File: config.mk
export PLATFORM = sky130hd
export DESIGN_NAME = clr1_queue
export DESIGN_NICKNAME = d
export VERILOG_FILES = /design/src/rtl/clr1_pkg.sv /design/src/rtl/clr1_queue.sv
export SDC_FILE = /design/constraint.sdc
export NUM_CORES = 1
export LEC_CHECK = 0
export ABC_CLOCK_PERIOD_IN_PS = 7600
export BUFFER_PORTS_ARGS = -buffer_cell sky130_fd_sc_hd__buf_2
export CAP_MARGIN = 10
export CORE_ASPECT_RATIO = 1.75
export CORE_MARGIN = 1.5
export CORE_UTILIZATION = 35
export DETAILED_ROUTE_END_ITERATION = 7
export MAX_ROUTING_LAYER = met4
export PLACE_DENSITY = 0.55
export SLEW_MARGIN = 20
export SYNTH_ARGS = -nofsm -noshare
export SYNTH_HDL_FRONTEND = slang
export SYNTH_SLANG_ARGS = --single-unit
File: constraint.sdc
create_clock -name aclk -period 7.6 [get_ports aclk]
set_clock_uncertainty 0.2 [all_clocks]
set_input_delay 1.14 -clock aclk [delete_from_list [all_inputs] [get_ports aclk]]
set_output_delay 1.14 -clock aclk [all_outputs]
set_load 0.005 [all_outputs]
File: src/rtl/clr1_pkg.sv
// ----------------------------------------------------------------------------
// clr1_pkg
// types and constants shared by the line raster front, queue and back
// ----------------------------------------------------------------------------
`timescale 1ns / 1ps

package clr1_pkg;

    localparam int STORE_DEPTH   = 4096;
    localparam int ADDR_W        = 12;
    localparam int COORD_W       = 13;
    localparam int DELTA_W       = 12;
    localparam int ERR_W         = 15;
    localparam int ROW_W         = 10;
    localparam int LIN_W         = 20;
    localparam int PIX_PER_BYTE  = 8;
    localparam logic [7:0] MSB_PIXEL = 8'h80;
    localparam int ROW_BYTES_DEF = 32;
    localparam int ROWS_DEF      = 128;
    localparam int QUEUE_DEPTH   = 2;

    typedef enum logic [1:0] {
        ACT_LINE  = 2'd0,
        ACT_WRITE = 2'd1,
        ACT_READ  = 2'd2,
        ACT_NONE  = 2'd3
    } action_t;

    localparam logic [1:0] MODE_SET    = 2'd0;
    localparam logic [1:0] MODE_CLEAR  = 2'd1;
    localparam logic [1:0] MODE_TOGGLE = 2'd2;

    typedef logic signed [COORD_W-1:0] coord_t;

    typedef struct packed {
        action_t              action;
        logic [1:0]           mode;
        logic                 skip;
        coord_t               x0;
        coord_t               y0;
        coord_t               x1;
        coord_t               y1;
        logic [DELTA_W-1:0]   adx;
        logic [DELTA_W-1:0]   ady;
        logic                 sx_neg;
        logic                 sy_neg;
        logic [ADDR_W-1:0]    addr;
        logic [7:0]           wdata;
    } cmd_t;

endpackage

File: src/rtl/clr1_queue.sv
// ----------------------------------------------------------------------------
// clr1_queue
// short command queue between the front and the back
// ----------------------------------------------------------------------------
`timescale 1ns / 1ps

module clr1_queue (
    input  logic              aclk,
    input  logic              aresetn,
    input  logic              push,
    input  clr1_pkg::cmd_t    push_cmd,
    input  logic              pop,
    output logic              full,
    output logic              empty,
    output clr1_pkg::cmd_t    pop_cmd
);

    localparam int PTR_W = $clog2(clr1_pkg::QUEUE_DEPTH);
    localparam int CNT_W = $clog2(clr1_pkg::QUEUE_DEPTH + 1);

    clr1_pkg::cmd_t     entry_reg [clr1_pkg::QUEUE_DEPTH];
    logic [PTR_W-1:0]   wr_ptr_reg, wr_ptr_next;
    logic [PTR_W-1:0]   rd_ptr_reg, rd_ptr_next;
    logic [CNT_W-1:0]   count_reg, count_next;
    logic               do_push, do_pop;

    assign full    = (count_reg == CNT_W'(clr1_pkg::QUEUE_DEPTH));
    assign empty   = (count_reg == '0);
    assign pop_cmd = entry_reg[rd_ptr_reg];
    assign do_push = push && !full;
    assign do_pop  = pop && !empty;

    always_comb begin
        wr_ptr_next = wr_ptr_reg;
        rd_ptr_next = rd_ptr_reg;
        count_next  = count_reg;
        if (do_push) begin
            wr_ptr_next = (wr_ptr_reg == PTR_W'(clr1_pkg::QUEUE_DEPTH - 1)) ? '0
                        : wr_ptr_reg + 1'b1;
        end
        if (do_pop) begin
            rd_ptr_next = (rd_ptr_reg == PTR_W'(clr1_pkg::QUEUE_DEPTH - 1)) ? '0
                        : rd_ptr_reg + 1'b1;
        end
        if (do_push && !do_pop) begin
            count_next = count_reg + 1'b1;
        end else if (do_pop && !do_push) begin
            count_next = count_reg - 1'b1;
        end
    end

    always_ff @(posedge aclk) begin
        if (!aresetn) begin
            wr_ptr_reg <= '0;
            rd_ptr_reg <= '0;
            count_reg  <= '0;
        end else begin
            wr_ptr_reg <= wr_ptr_next;
            rd_ptr_reg <= rd_ptr_next;
            count_reg  <= count_next;
        end
    end

    always_ff @(posedge aclk) begin
        if (do_push) begin
            entry_reg[wr_ptr_reg] <= push_cmd;
        end
    end

endmodule

== After elaboration in Yosys (flattened, before gate mapping) ==
Memory sizes are Yosys's and may differ from the RTL's. A register that Yosys moved wholly into a read port is not among the register bits.
Index checks and enable logic that the tools add are counted.
Widths: inputs -> output; s select.

* Register bits after elaboration: 4
* Memory bits (writable): 206
* Input port bits: 107
* Output and inout port bits: 105
* Logic and storage cells: 27
* Memories kept: 1

{| class="wikitable"
|+ Memories
! memory !! depth !! width !! read ports !! clocked after Yosys merged registers in !! write ports !! RTL line !! RTL
|-
| entry_reg || 2 || 103 || 1 || 1 || 1 || clr1_queue.sv:21 || <nowiki>clr1_pkg::cmd_t entry_reg [clr1_pkg::QUEUE_DEPTH];</nowiki>
|}

* $add $sub $neg: 4
* Eq/ne operators: 1
* Multiplexer cells: 8
* Reductions and logical operators: 10

{| class="wikitable"
|+ Operator list
! kind !! number
|-
| $mux 1 || 6
|-
| $logic_and 1x1->1 || 4
|-
| $logic_not 1->1 || 4
|-
| $mux 2 || 2
|-
| $add 1x1->1 const B || 2
|-
| $add 2x1->2 const B || 1
|-
| $eq 2x2->1 const B || 1
|-
| $logic_not 2->1 || 1
|-
| $reduce_bool 2->1 || 1
|-
| $sub 2x1->2 const B || 1
|}

== Longest topological paths before layout ==
* Depth after elaboration: 7
* Depth in mapped cells: 7
* Gate-level depth less buffers: 7

== Least setup slack after synthesis ==
OpenSTA, ideal clock, no wires.

* Kind: input port to flip-flop
* From: in push
* To: mem entry_reg[0][0] (netlist name), enable pin
* Library setup time: 548 ps
* Arrival: 5206 ps
* Data required time: 6852 ps
* Setup slack: 1646 ps
* Cell stages on the path: 2
* Buffers on the path: 0
* Cell sequence: inv_1 > nor3_2

* Longest elaborated chain between the ends: 3

{| class="wikitable"
|+ RTL lines
! element !! RTL line !! RTL
|-
| start: declaration || clr1_queue.sv:10 || <nowiki>input logic push,</nowiki>
|-
| $logic_and 1x1->1 || clr1_queue.sv:30 || <nowiki>assign do_push = push && !full;</nowiki>
|-
| $mux 1 || clr1_queue.sv:65 || <nowiki>if (do_push) begin</nowiki>
|-
| $mux 1 (implied by the code) || clr1_queue.sv:66 || <nowiki>entry_reg[wr_ptr_reg] <= push_cmd;</nowiki>
|-
| end: declaration || clr1_queue.sv:21 ||
|}

No other way between the ends.

==> results.py <==
metrics = {
    "worst_hold_path": {
        "min_path_type": "register to register",
    },
    "die": {
        "die_area_mm2": 0.0229,
        "die_w_um": 115,
        "pin_count": 212,
        "die_y_um": 199,
        "fp-row-count": 71,
        "start_util_pct": 35.7,
        "core_mm2": 0.0215,
    },
    "clock_network": {
        "cts_tree": "built",
        "cts_resized": 0,
        "postCtsSetupRepairBufs": 0,
        "postCtsHoldBufs": 0,
        "numCtsBuffers": 20,
        "clk_pin_slew_ns": 0.06,
        "clk_latency_ns": 0.49,
        "htree_levels": 1,
        "clockBufferDepth": 3,
        "cts_sinks": 211,
        "cts-root-buf": "clkbuf_16",
    },
    "yosys": {
        "synthTopCellsByArea": "edfxtp_1 (81%), mux2_1 (10%), mux2_2 (4.8%)",
        "synth_seq_area_share_pct": 81.8,
        "syn_avg_cell_area_um2": 22.3,
        "synth_top_area_share_pct": 80.5,
        "yosys_register_bits": 211,
        "synth_top_family_by_area": "multiplexers",
        "ys_warn_count": 0,
        "synth_compound_area_share_pct": 0.424,
        "synthAdderAreaFrac_pct": 0.163,
        "synth-xor-area-share_pct": 0.342,
        "netlist_area_mm2": 0.00768,
        "muxShareOfSynthArea_pct": 15.1,
        "synth_nets": 453,
        "synth_largest_area_cell": "edfxtp_1",
        "post_synth_and_or_nand_nor_area_fraction_pct": 0.717,
        "ys_types": 23,
        "synthCells": 345,
    },
    "sta": {
        "fin_crit_ns": 3.95,
        "min_period_over_period_pct": 52.0,
        "slew_headroom_pct": 41.0,
        "fin_tns_setup_ns": 0,
        "report.final.hold_viol_count": 0,
        "max_freq_mhz": 253,
        "setup_viol": 0,
        "rsz0062_at_grt": "false",
        "worst_slew_pin_slew_ns": 0.885,
        "drv_slew": 0,
    },
    "pwr": {
        "power_mw": 3.04,
        "swShare_pct": 25.8,
        "vdd_drop_max_uv": 292,
        "netSwitchingPower_uw": 784,
        "p_int_mw": 2.26,
        "p_leak_nw": 3.55,
        "seqPwrFrac_pct": 50.2,
        "comb_power_share_pct": 20.8,
        "powerDensity_mw_per_mm2": 316,
        "power_frac_clock_pct": 29.0,
    },
    "worst_setup_path": {
        "crit_path_top_delay_cell": "buf_4",
        "path_max_fanout": 64,
        "critPathMaxStageDelay_ns": 0.76,
        "worst_ep_required_time_ns": 6.26,
        "worst-setup-path-type": "register to output pin",
        "cp-end-kind": "output pin",
        "cp-start-kind": "register",
        "arrival_ns": 2.61,
        "cp_cell_sequence": "buf_4 > mux2_1 > buf_2",
    },
    "grt": {
        "antenna_found_initial": 4,
        "grt_max_degree": 65,
        "grt_remaining_overflow": 0,
        "grt_pass1_wl_um": 21900,
        "grtUsageTotal_pct": 13.2,
        "grt_pass1_vias": 4206,
    },
    "final_layout": {
        "layout-area-overhead-vs-synth_pct": 25.3,
        "final_common_cell": "buf_2",
        "final_cell_mix": "buf_2 (211), edfxtp_1 (206), mux2_1 (70), mux2_2 (33), clkbuf_16 (20)",
        "fin_area_mm2": 0.00963,
        "regArea_mm2": 0.00629,
        "largest_register_ffs": 206,
        "nNetsFinal": 679,
        "multiInputGateArea_mm2": 0.00130,
        "fill_cells": 1941,
        "drive_gt1_share_pct": 47.4,
    },
    "placement": {
        "dp_hpwl_um": 10100,
        "place_congestion": 0.732,
        "dpl_cell_area_mm2": 0.00905,
        "numPortBuffers": 211,
    },
    "status": {
        "outcome": "finished clean",
    },
    "drt": {
        "routed-via-count": 3949,
        "first_pass_iters": 4,
        "drtIter0Drc": 203,
        "viasPerCell": 4.50,
        "final_antenna_net_count": 0,
        "wl_per_cell_um": 17.4,
        "wl_um": 15300,
        "drc": 0,
    },
    "job": {
        "cap_violations": 0,
    },
}
==> logic make-up (layout without fill, tap and decap cells) <==
| logic type | Yosys count | after routing |
|---|---|---|
| buffers and inverters | 13 | 250 |
| XOR/XNOR | 3 | 3 |
| other | 0 | 4 |
| AO/OA/AOI/OAI | 5 | 5 |
| adder cells (fa/ha/maj) | 1 | 1 |
| multiplexers | 103 | 103 |
| flip-flops | 211 | 211 |
| AND/OR/NAND/NOR | 9 | 9 |
==> worst paths after layout <==
kind                                   from                    endpoint  slack [ns]  depth (start not counted)
setup reg to reg  count_reg[0]$_SDFFE_PN0P_  entry_reg[1][80]$_DFFE_PP_        4.93                          3
setup / recovery                   register                 pop_cmd[16]        3.65                          3
hold reg to reg   count_reg[1]$_SDFFE_PN0P_   count_reg[1]$_SDFFE_PN0P_        0.38                          2
hold / removal    count_reg[1]$_SDFFE_PN0P_   count_reg[1]$_SDFFE_PN0P_        0.38                          2
==> synthesized netlist by cell type (all sizes together) <==
cell type and number:
mux2 103, edfxtp 206, dfxtp 5, and3 1, nor2 2, ha 1, xor2 1, buf 11
a21boi 2, nand2b 1, and2 3, o21ai 2, or3 1, nor3 1, o21a 1, xnor2 2
inv 2
==> stage by stage <==
step | hold slack, ns | std cells | utilization (%) | setup WS, ns
6_report | 0.376 | 878 | 44.8 | 3.65
3_5_place_dp | 0.361 | 841 | 42.1 | 4.11
2_1_floorplan | 0.283 | 345 | - | 1.65
5_1_grt | 0.433 | 878 | 44.8 | 3.48
3_3_place_gp | 0.296 | 841 | 42.1 | 4.15
4_1_cts | 0.372 | 874 | 44.7 | 3.57
==> layer usage <==
layer  part of all wire, %  up-vias  routed length, um  track usage, %
met5                     0        -                  0               -
met4                   3.0        0                450            5.85
met3                   6.4       24                978            3.05
met2                    57      147               8700            24.9
met1                    34     1954               5120            12.3
li1                      -     1824                  -               -
==> power groups by stage <==
| stage | logic, mW | clock network [mW] | registers [mW] |
|---|---|---|---|
| after global placement | 0.641 | 0 | 1.55 |
| after floorplan | 0.400 | 0 | 1.53 |
| after CTS | 0.653 | 0.916 | 1.53 |
| final | 0.632 | 0.883 | 1.53 |
| after detailed placement | 0.649 | 0 | 1.56 |
| after global routing | 0.699 | 0.958 | 1.54 |
==> cell type report <==
type                            instances  share of cell area [%]
Inverter                                2                  0.0780
Tap cell                              292                    3.80
Antenna cell                            4                   0.104
Clock buffer                           25                    5.39
Timing Repair Buffer                  215                    11.3
Multi-Input combinational cell        121                    13.5
Clock inverter                          8                   0.520
Sequential cell                       211                    65.3
==> critical path: cells and delay by family, from the launching register on <==
kind	cells	cell delay, ns
buffers and inverters	2	0.90
DFF	1	0.70
muxes	1	0.43
Note: power is estimated with default switching activity, not from simulation.
