### src/rtl/clr1_pkg.sv
// ----------------------------------------------------------------------------
// clr1_pkg
// types and constants shared by the line raster front, queue and back
// ----------------------------------------------------------------------------
`timescale 1ns / 1ps

package clr1_pkg;

    localparam int STORE_DEPTH   = 4096;
    localparam int ADDR_W        = 12;
    localparam int COORD_W       = 13;
    localparam int DELTA_W       = 12;
    localparam int ERR_W         = 15;
    localparam int ROW_W         = 10;
    localparam int LIN_W         = 20;
    localparam int PIX_PER_BYTE  = 8;
    localparam logic [7:0] MSB_PIXEL = 8'h80;
    localparam int ROW_BYTES_DEF = 32;
    localparam int ROWS_DEF      = 128;
    localparam int QUEUE_DEPTH   = 2;

    typedef enum logic [1:0] {
        ACT_LINE  = 2'd0,
        ACT_WRITE = 2'd1,
        ACT_READ  = 2'd2,
        ACT_NONE  = 2'd3
    } action_t;

    localparam logic [1:0] MODE_SET    = 2'd0;
    localparam logic [1:0] MODE_CLEAR  = 2'd1;
    localparam logic [1:0] MODE_TOGGLE = 2'd2;

    typedef logic signed [COORD_W-1:0] coord_t;

    typedef struct packed {
        action_t              action;
        logic [1:0]           mode;
        logic                 skip;
        coord_t               x0;
        coord_t               y0;
        coord_t               x1;
        coord_t               y1;
        logic [DELTA_W-1:0]   adx;
        logic [DELTA_W-1:0]   ady;
        logic                 sx_neg;
        logic                 sy_neg;
        logic [ADDR_W-1:0]    addr;
        logic [7:0]           wdata;
    } cmd_t;

endpackage

### src/rtl/clr1_front.sv
// ----------------------------------------------------------------------------
// clr1_front
// takes input beats, sorts lines from spans and prepares stepping terms
// ----------------------------------------------------------------------------
`timescale 1ns / 1ps

module clr1_front #(
    parameter int ROW_BYTES = clr1_pkg::ROW_BYTES_DEF,
    parameter int ROWS      = clr1_pkg::ROWS_DEF
) (
    input  logic                  s_valid,
    output logic                  s_ready,
    input  logic [1:0]            s_action,
    input  logic signed [11:0]    s_start_x,
    input  logic signed [11:0]    s_start_y,
    input  logic signed [11:0]    s_end_x,
    input  logic signed [11:0]    s_end_y,
    input  logic [1:0]            s_draw_mode,
    input  logic [11:0]           s_byte_addr,
    input  logic [7:0]            s_write_data,
    input  logic                  q_full,
    output logic                  q_push,
    output clr1_pkg::cmd_t        q_cmd
);

    localparam clr1_pkg::coord_t XMAX    = clr1_pkg::coord_t'(ROW_BYTES * 8 - 1);
    localparam clr1_pkg::coord_t PLANE_H = clr1_pkg::coord_t'(ROWS);

    clr1_pkg::coord_t x0, y0, x1, y1, dx, dy, adx_w, ady_w;
    clr1_pkg::coord_t lo_raw, hi_raw, lo, hi, span_w;

    assign s_ready = !q_full;
    assign q_push  = s_valid && !q_full;

    always_comb begin
        x0 = {s_start_x[11], s_start_x};
        y0 = {s_start_y[11], s_start_y};
        x1 = {s_end_x[11], s_end_x};
        y1 = {s_end_y[11], s_end_y};
        dx = x1 - x0;
        dy = y1 - y0;
        adx_w = dx[clr1_pkg::COORD_W-1] ? -dx : dx;
        ady_w = dy[clr1_pkg::COORD_W-1] ? -dy : dy;

        // horizontal span: order, clamp, skip when off the plane
        lo_raw = (x0 < x1) ? x0 : x1;
        hi_raw = (x0 < x1) ? x1 : x0;
        lo     = (lo_raw < 0) ? '0 : lo_raw;
        hi     = (hi_raw > XMAX) ? XMAX : hi_raw;
        span_w = hi - lo;

        q_cmd.action = clr1_pkg::action_t'(s_action);
        q_cmd.mode   = s_draw_mode;
        q_cmd.addr   = s_byte_addr;
        q_cmd.wdata  = s_write_data;

        if (dy == '0) begin
            q_cmd.skip   = (y0 < 0) || (y0 >= PLANE_H) || (lo > hi);
            q_cmd.x0     = lo;
            q_cmd.x1     = hi;
            q_cmd.y0     = y0;
            q_cmd.y1     = y0;
            q_cmd.adx    = span_w[clr1_pkg::DELTA_W-1:0];
            q_cmd.ady    = '0;
            q_cmd.sx_neg = 1'b0;
            q_cmd.sy_neg = 1'b0;
        end else begin
            q_cmd.skip   = 1'b0;
            q_cmd.x0     = x0;
            q_cmd.x1     = x1;
            q_cmd.y0     = y0;
            q_cmd.y1     = y1;
            q_cmd.adx    = adx_w[clr1_pkg::DELTA_W-1:0];
            q_cmd.ady    = ady_w[clr1_pkg::DELTA_W-1:0];
            q_cmd.sx_neg = dx[clr1_pkg::COORD_W-1];
            q_cmd.sy_neg = dy[clr1_pkg::COORD_W-1];
        end
    end

endmodule

### config.mk
export PLATFORM = sky130hd
export DESIGN_NAME = clr1_front
export DESIGN_NICKNAME = d
export VERILOG_FILES = /design/src/rtl/clr1_pkg.sv /design/src/rtl/clr1_front.sv
export SDC_FILE = /design/constraint.sdc
export NUM_CORES = 1
export LEC_CHECK = 0
export ABC_AREA = 0
export BUFFER_PORTS_ARGS = -buffer_cell sky130_fd_sc_hd__buf_2
export CAP_MARGIN = 40
export CORE_UTILIZATION = 40
export DETAILED_ROUTE_END_ITERATION = 8
export GPL_ROUTABILITY_DRIVEN = 0
export PLACE_DENSITY_LB_ADDON = 0.1
export SLEW_MARGIN = 5
export SYNTH_ARGS = -nofsm -noshare
export SYNTH_HDL_FRONTEND = slang
export SYNTH_SLANG_ARGS = --single-unit
### constraint.sdc
create_clock -name vclk -period 4.6
set_input_delay 0.46 -clock vclk [all_inputs]
set_output_delay 0.46 -clock vclk [all_outputs]
set_load 0.02 [all_outputs]
# --- Yosys cells after proc, flatten, opt, wreduce, memory -nomap -nowiden ---
# Cells that the tools add are included.
word_totals:
  in_bits: 74
  out_inout_bits: 105
  register_bits: 0
  latchBits: 0
  mem_bits_ro: 0
  mem_count: 0
  ramBits: 0
op_classes:
  n_reduce_logical: 5
  n_div: 0
  n_eq_ne: 0
  addsub: 5
  bitwise: 0
  multipliers: 0
  n_mux: 7
  shifts: 0
  n_lt_le_gt_ge: 6
ops:
  columns: ["cell", "count"]
  rows:
  - ["79-bit two-way mux", 1]
  - ["13-bit two-way mux", 4]
  - ["12-bit by 12-bit subtractor with 13-bit output", 2]
  - ["12-bit two-way mux", 2]
  - ["12-bit negator", 2]
  - ["13-bit greater-than comparator", 1]
  - ["13-bit by 9-bit greater-than comparator with 1-bit output (second input constant)", 1]
  - ["13-bit logical NOT", 1]
  - ["13-bit by 1-bit < comparator with 1-bit output (second input constant)", 1]
  - ["12-bit by 9-bit greater-or-equal comparator with 1-bit output (second input constant)", 1]
  - ["12-bit by 1-bit < comparator with 1-bit output (second input constant)", 1]
  - ["12-bit < comparator", 1]
  - ["12-bit subtractor", 1]
  - ["1-bit logical OR", 2]
  - ["1-bit logical AND", 1]
  - ["1-bit logical NOT", 1]

# --- Longest topological paths before layout ---
# Gate-level depths: netlist of run 1.
depth:
  word_depth: 7
  depth_mapped: 23
  depth_no_buf: 21

# --- Worst setup path after synthesis of run 1 ---
# Ideal clock, no wire load.
synth_path:
  path_kind: "in2out"
  start: "input port s_start_x[11]"
  end: "output port q_cmd[45] in the netlist's numbering"
  cell_stages: 19
  setup_slack_ns: -0.651
  n_path_buf: 1
  arrival_time_ns: 4.791
  path_cell_list: "inv_1 -> clkbuf_1 -> ha_1 -> and4_1 -> a21boi_1 -> nor3_1 -> mux2_2 -> a221oi_4 -> o21ai_2 -> o211ai_1 -> ha_1 -> nor2b_1 -> o21ai_0 -> a21boi_0 -> o21ai_0 -> o21ai_0 -> o41ai_1 -> xor2_1 -> mux2i_1"
synth_lines:
  columns: ["item", "line_no", "text"]
  rows:
  - ["start: declaration", "clr1_front.sv:14", "input logic signed [11:0] s_start_x,"]
  - ["end: declaration", "clr1_front.sv:23", "output clr1_pkg::cmd_t q_cmd"]

==> results of run 1 <==
-- kinds of logic after synthesis --
family | Yosys count | share of synthesized area, %
mux | 54 | 14.3
xor+xnor | 47 | 10.1
fa+ha+maj | 47 | 15.0
buf+inv | 118 | 15.4
simple gates | 183 | 22.8
compound gates | 132 | 22.4
-- final timing paths --
path | startpoint | to | slack (ns) | cells past startpoint
setup / recovery | s_start_x[1] | q_cmd[44] | -0.006 | 18
hold / removal | s_draw_mode[1] | q_cmd[100] | 0.92 | 0
-- per-stage QoR --
stage          cells  setup WS, ns  setup TNS, ns  util [%]  total power (W)
6_report         923      -0.00596       -0.00596      62.0          0.00138
5_1_grt          923        -0.176         -0.817      62.0          0.00150
4_1_cts          916       0.00458              0      58.8          0.00129
3_5_place_dp     903        -0.333          -1.67      55.7          0.00121
3_3_place_gp     903        -0.257          -1.23      55.7          0.00119
2_1_floorplan    581      -0.00700       -0.00700         -         0.000798
-- power by group through the flow --
stage / Combinational (W) / Sequential, W / Clock (W)
6_report: 0.00138 / 0 / 0
3_3_place_gp: 0.00119 / 0 / 0
4_1_cts: 0.00129 / 0 / 0
3_5_place_dp: 0.00121 / 0 / 0
5_1_grt: 0.00150 / 0 / 0
2_1_floorplan: 0.000798 / 0 / 0
-- routing by layer --
metal	routed length [um]	GRT usage, %	vias up	part of all wire (%)
li1	-	-	2465	-
met1	6170	32.6	2294	43
met2	7100	47.3	167	49
met3	751	1.02	30	5.2
met4	348	7.04	0	2.4
met5	0	0	-	0
-- layout make-up --
| class | count | area (um2) |
|---|---|---|
| inverters | 62 | 240 |
| fillers | 906 | 3740 |
| well taps | 133 | 166 |
| multi-input cells | 463 | 3910 |
| repair buffers | 265 | 1770 |
-- cell usage after synthesis, drive strengths merged, types with 3 or more instances --
cell    instances
a21o            4
and3            8
or3             6
and2            4
o31ai           4
a211oi          4
clkbuf          8
nand3          22
and4            3
xnor2          31
o21a            4
nor3           19
nand2b          9
nand2          44
mux2           33
o21bai          4
a21boi          3
o21ai          33
o41ai           3
a41oi           3
nor4            5
inv            61
a21oi          27
a31oi          11
buf            48
xor2           16
mux2i          21
o211ai         11
nand4           6
nor2           41
fa              3
ha             44
nor2b           9
-- worst max-delay path: cells and delay by family --
| family | cells | cell delay [ns] |
|---|---|---|
| compound gates | 6 | 1.38 |
| simple gates | 2 | 0.31 |
| mux | 2 | 0.52 |
| buf+inv | 6 | 0.89 |
| fa+ha+maj | 2 | 0.57 |
-- what timing repair did --
action | 4_1_cts | 5_1_grt
setup endpoints to repair | 7 | 8
resized for setup | 50 | 54
endpoints found under the hold margin | 0 | 0
pin swaps | 34 | 39
buffers inserted | 14 | 8
==> impl_metrics.csv, run 1 <==
group,metric,value,unit
place,hpwl,11600,um
routing,drt_iter0_drc,158,
pwr,internal_power,0.000630,W
setup_path,critPathKind,"input port to output port",
grt,grt_pass1_vias,4655,
floorplanning,design.die.area,10600,um2
pwr,pwr-share-clk,0,%
pwr,ir_worst_vdd,93.1,uV
setup_path,end_kind,"output port",
grt,antenna_found_initial,0,
setup_path,crit_path_frequent_cell,"buf_4",
setup_path,path_cells,"buf_2, inv_1, ha_4, nor2b_4, o211ai_1, buf_4, a21oi_4, o21ai_4, a21oi_4, buf_8, mux2_2, and2_1, ha_1, buf_4, o311ai_0, a211oi_2, mux2i_2, buf_4",
grt,grt_pass1_wl,21800,um
sta,slew_violations,0,
pwr,power.share.switching,54.5,%
floorplanning,start_util,41.4,%
final_layout,layout_common_cells,"buf_4 (132), buf_2 (118), inv_1 (51)",
setup_path,cp_slowest_stage_delay,0.52,ns
logic_synthesis,ys_warn_count,0,
setup_path,crit_required,4.14,ns
routing,vias,4956,
routing,routedWlPerCell,15.6,um
final_layout,drive_gt1_share,45.3,%
pwr,power.density,227,nW/um2
routing,ant_nets,0,
pwr,pwr-share-comb,100.0,%
logic_synthesis,synthDominantCellAreaShare,13.5,%
logic_synthesis,synth_largest_area_cell,"ha_1",
final_layout,syn_to_final_growth,49.5,%
floorplanning,io_pins,179,
final_layout,regArea,0,um2
setup_path,cp.arrival,4.15,ns
setup_path,startpoint_type,"input port",
routing,drtPass1Iterations,5,
final_layout,seq_cell_count,0,
logic_synthesis,synthCells,581,
grt,grt_max_degree,43,
final_layout,nets,913,
min_path,hold_path_class,"input port to output port",
flow_run,maxCapViolCount,0,
routing,viasPerCell,5.37,
logic_synthesis,synthDistinctLibCells,68,
sta,grt_setup_unrepaired,"yes",
sta,setup_ws,-0.00596,ns
sta,hold_slack,0.920,ns
place,io_buffers,131,
setup_path,cp_max_fo,17,
floorplanning,core,9820,um2
sta,setup_viol,1,
sta,relSlewSlack,47.7,%
floorplanning,die_h,103,um
grt,grt_overflow,0,
pwr,seqPwrFrac,0,%
floorplanning,die_w,103,um
clocking,postCtsHoldBufs,0,
logic_synthesis,synth_area,4070,um2
routing,routed_wl,14400,um
logic_synthesis,synth.net_count,702,
sta,final-hold-violation-count,0,
logic_synthesis,synth_area_leaders,"ha_1 (14%), buf_4 (7.7%), xnor2_1 (6.7%)",
logic_synthesis,syn_avg_cell_area,7.00,um2
sta,fin_crit,4.61,ns
sta,worst_pin_slew,0.781,ns
setup_path,slowest_stage,"o311ai_0",
place,dpl-instance-area,5470,um2
pwr,p_leak,2.85,nW
logic_synthesis,seq_area_frac_synth,0,%
routing,drc,0,
sta,period_share,100,%
final_layout,finalInstanceArea,6080,um2
final_layout,layout_commonest_cell,"buf_4",
final_layout,diodes,0,
floorplanning,fp-row-count,36,
sta,timing.fmax,217,MHz
grt,grtUsageTotal,25.7,%
outcome,status,"complete, but fails checks",
pwr,net-switching-power,0.000754,W
outcome,violations,"setup timing",
final_layout,nClkBuffers,0,
Note: power is estimated with default switching activity, not from simulation.
==> run 2, diff against run 1 <==
REMOVE_ABC_BUFFERS = 1   (was unset)
==> impl_metrics.csv, run 2 (same netlist as run 1, synthesis figures left out) <==
group,metric,value,unit
sta,timing.fmax,217,MHz
sta,grt_setup_unrepaired,"yes",
floorplanning,fp-row-count,36,
grt,globalRouteMet1Util,30.2,%
routing,vias,4870,
final_layout,regArea,0,um2
routing,routedWlPerCell,15.4,um
setup_path,cp_max_fo,4,
clocking,postCtsHoldBufs,0,
place,hpwl,11900,um
floorplanning,design.die.area,10600,um2
sta,setup_ws,-0.00460,ns
routing,drc,0,
grt,busiest_layer,"met2",
final_layout,nClkBuffers,0,
grt,antenna_found_initial,0,
grt,grt_max_degree,28,
place,dpl-instance-area,5410,um2
grt,grt.met3_usage,4.27,%
final_layout,layout_commonest_cell,"buf_4",
final_layout,multiInputGateArea,3740,um2
setup_path,cp.arrival,4.14,ns
routing,drtPass1Iterations,4,
pwr,p_leak,2.81,nW
setup_path,path_cells,"buf_8, inv_4, ha_4, and4_4, a21boi_4, or3_4, buf_6, o2111a_1, nor3_2, o21ai_2, buf_4, nand2_1, inv_1, ha_2, buf_4, nor2b_1, o21ai_2, a21boi_1, buf_4, o21a_1, a21oi_2, xor2_1, mux2i_1, buf_4",
setup_path,crit_required,4.14,ns
routing,drt_iter0_drc,178,
sta,slew_violations,0,
final_layout,drive_gt1_share,42.3,%
setup_path,startpoint_type,"input port",
final_layout,syn_to_final_growth,44.3,%
final_layout,fill_cells,968,
place,io_buffers,131,
setup_path,critPathKind,"input port to output port",
sta,setup_viol,1,
final_layout,final_cell_count_no_fill,921,
outcome,status,"complete, but fails checks",
place,numPlacedInstances,911,
flow_run,maxCapViolCount,0,
routing,routed_wl,14200,um
floorplanning,core,9820,um2
setup_path,crit_path_frequent_cell,"buf_4",
final_layout,layout_common_cells,"buf_4 (131), buf_2 (120), inv_1 (54)",
pwr,power.density,227,nW/um2
sta,final-hold-violation-count,0,
floorplanning,start_util,41.4,%
floorplanning,die_w,103,um
sta,relSlewSlack,53.3,%
final_layout,finalInstanceArea,5870,um2
setup_path,end_kind,"output port",
sta,fin_crit,4.60,ns
sta,worst_pin_slew,0.698,ns
final_layout,seq_cell_count,0,
grt,grt_pass1_vias,4625,
pwr,ir_worst_vdd,90.6,uV
routing,viasPerCell,5.29,
floorplanning,die_h,103,um
grt,grtUsageTotal,25.7,%
setup_path,cp_slowest_stage_delay,0.42,ns
routing,ant_nets,0,
grt,grt_pass1_wl,21600,um
setup_path,slowest_stage,"or3_4",
final_layout,diodes,0,
sta,period_share,100,%
outcome,violations,"setup timing",
floorplanning,io_pins,179,
grt,grt_overflow,0,
min_path,hold_path_class,"input port to output port",
grt,met2_usage,49.7,%
final_layout,nets,911,
==> run 2: changes by cell type in the layout (fill, tap and decap cells not counted), sizes merged <==
cell,delta
buf,-2
==> run 2: stage by stage <==
stage	total power [W]	setup WS (ns)	setup TNS (ns)	util (%)	hold slack [ns]
floorplan	0.000714	-1.05	-27.92	-	0.920
global placement	0.00118	-0.288	-1.63	55.1	0.920
detailed placement	0.00119	-0.399	-2.13	55.1	0.920
CTS	0.00126	-0.0132	-0.0132	57.4	0.920
global route	0.00145	-0.215	-1.17	59.8	0.920
finish	0.00133	-0.00460	-0.00460	59.8	0.920
==> run 2: worst max-delay path, delay by kind of cell <==
family                     cells  cell delay (ns)
xor gates and xnor gates       1             0.17
and+or+nand+nor                5             1.03
muxes                          1             0.20
AOI/OAI and AO/OA              7             1.00
adders and majority gates      2             0.35
buffers and inverters          8             0.93
==> run 2: cell type report <==
cell class	count	area share (%)
inverter	62	4.01
multi-input combinational	463	63.8
tap	133	2.83
timing repair buffer	263	29.4
==> run 2: final timing paths <==
kind	to	startpoint	slack, ns	depth (start not counted)
worst max-delay path	q_cmd[41]	s_start_x[9]	-0.005	24
worst min-delay path	q_cmd[0]	s_write_data[0]	0.92	0
==> run 2: per-layer routing <==
layer | up-vias | wire length, um
li1 | 2456 | -
met1 | 2231 | 5970
met2 | 163 | 7220
met3 | 20 | 803
met4 | 0 | 205
met5 | - | 0
==> run 2: what timing repair did <==
item / 4_1_cts / 5_1_grt
endpoints found under the setup margin: 8 / 8
pin swaps: 24 / 31
hold endpoints to repair: 0 / 0
buffers inserted: 4 / 7
resized for setup: 46 / 48
==> run 2: report_power, final <==
| part | leakage, nW | internal (W) | total (W) | switching (W) |
|---|---|---|---|---|
| sequential | 0 | 0 | 0 | 0 |
| combinational | 2.81 | 0.000609 | 0.00133 | 0.000722 |
| clock | 0 | 0 | 0 | 0 |
| total | 2.81 | 0.000609 | 0.00133 | 0.000722 |
==> run 3, diff against run 2 <==
--- a/config.mk
+++ b/config.mk
@@ -10,3 +10,3 @@
 export CAP_MARGIN = 40
-export CORE_UTILIZATION = 40
+export CORE_UTILIZATION = 46
 export DETAILED_ROUTE_END_ITERATION = 8
==> constraint.sdc (replaced) <==
create_clock -name vclk -period 4.6
set_input_delay 0.46 -clock vclk [all_inputs]
set_output_delay 0.46 -clock vclk [all_outputs]
set_load 0.1 [all_outputs]
==> impl_metrics.csv, run 3 (same netlist as run 1, synthesis figures left out) <==
group,metric,value,unit
grt,antenna_found_initial,0,
grt,grt_overflow,0,
floorplanning,design.die.area,9230,um2
sta,fin_crit,4.84,ns
sta,slew_violations,0,
final_layout,layout_common_cells,"buf_4 (132), buf_2 (94), inv_1 (51)",
sta,final-hold-violation-count,0,
final_layout,seq_cell_count,0,
setup_path,startpoint_type,"input port",
place,hpwl,12000,um
outcome,status,"complete, but fails checks",
grt,grt_pass1_wl,23300,um
routing,ant_nets,0,
routing,vias,5317,
setup_path,cp.arrival,4.38,ns
final_layout,nClkBuffers,0,
sta,setup_viol,8,
min_path,hold_path_class,"input port to output port",
final_layout,nets,921,
grt,grt_max_degree,30,
setup_path,crit_required,4.14,ns
final_layout,drive_gt1_share,46.1,%
floorplanning,die_h,96.1,um
sta,period_share,105,%
final_layout,diodes,0,
final_layout,regArea,0,um2
floorplanning,core,8380,um2
flow_run,maxCapViolCount,0,
routing,drtPass1Iterations,6,
pwr,ir_worst_vdd,233,uV
final_layout,layout_commonest_cell,"buf_4",
final_layout,final_util,78.0,%
sta,relSlewSlack,51.8,%
grt,grtUsageTotal,32.0,%
routing,drt_iter0_drc,303,
final_layout,finalInstanceArea,6540,um2
floorplanning,die_w,96.1,um
floorplanning,io_pins,179,
routing,drc,0,
final_layout,fill_cells,575,
pwr,p_leak,3.05,nW
grt,grt_pass1_vias,5135,
pwr,power.density,334,nW/um2
sta,setup_ws,-0.240,ns
routing,routed_wl,16100,um
final_layout,syn_to_final_growth,60.8,%
place,io_buffers,131,
setup_path,cp_max_fo,5,
sta,worst_pin_slew,0.705,ns
setup_path,critPathKind,"input port to output port",
outcome,violations,"setup timing",
sta,grt_setup_unrepaired,"yes",
sta,timing.fmax,207,MHz
setup_path,end_kind,"output port",
routing,routedWlPerCell,17.8,um
floorplanning,fp-row-count,33,
place,dpl-instance-area,5760,um2
floorplanning,start_util,48.5,%
routing,viasPerCell,5.89,
[run 3: area by class of cell]
type / instances / area, um2 / area share [%]
inverter: 62 / 248 / 3.79
tap: 105 / 131 / 2.01
multi-input combinational: 463 / 3880 / 59.3
timing repair buffer: 273 / 2280 / 34.9
[run 3: power breakdown]
part | switching [W] | internal [W] | total (W)
registers | 0 | 0 | 0
clock network | 0 | 0 | 0
logic | 0.00140 | 0.000786 | 0.00219
[run 3: what timing repair did]
item / in CTS / in global routing
endpoints found under the hold margin: 0 / 0
gates resized for setup: 83 / 61
pin swaps: 45 / 36
endpoints found under the setup margin: 9 / 14
hold buffers: 0 / 0
setup buffers: 14 / 10
[run 3: critical path: stages]
cell and delay [ns]:
buf_6 0.10, ha_4 0.24, buf_4 0.15, o21ai_2 0.16, a21oi_2 0.08, or3_4 0.37
buf_6 0.14, nor3_4 0.22, nor3_4 0.07, o21ai_4 0.22, o211ai_1 0.17, buf_4 0.17
fa_2 0.37, nand2_2 0.09, nand2_2 0.05, a21oi_2 0.18, o21ai_1 0.10, a21oi_2 0.24
o2111a_1 0.25, a211oi_2 0.04, mux2i_1 0.23, clkbuf_16 0.25
[run 3: routing by layer]
| metal | GRT usage (%) | routed length [um] |
|---|---|---|
| met1 | 34.7 | 6040 |
| met2 | 61.4 | 8140 |
| met3 | 5.61 | 1320 |
| met4 | 10.4 | 588 |
| met5 | 2.38 | 0 |
[run 3: per-stage QoR]
step	hold WS (ns)	cells	total power (W)	worst slack [ns]	setup TNS [ns]
floorplan	0.920	525	0.00128	-3.31	-80.66
global route	0.921	903	0.00229	-0.448	-2.77
global placement	0.921	879	0.00190	-0.482	-2.69
finish	0.920	903	0.00219	-0.240	-1.33
CTS	0.921	893	0.00208	-0.0837	-0.185
detailed placement	0.921	879	0.00193	-0.581	-3.55
[run 3: worst paths after layout]
check                      start   endpoint  slack [ns]  depth (start not counted)
setup / recovery     s_end_x[10]  q_cmd[44]       -0.24                         22
hold / removal    s_byte_addr[3]  q_cmd[11]        0.92                          0
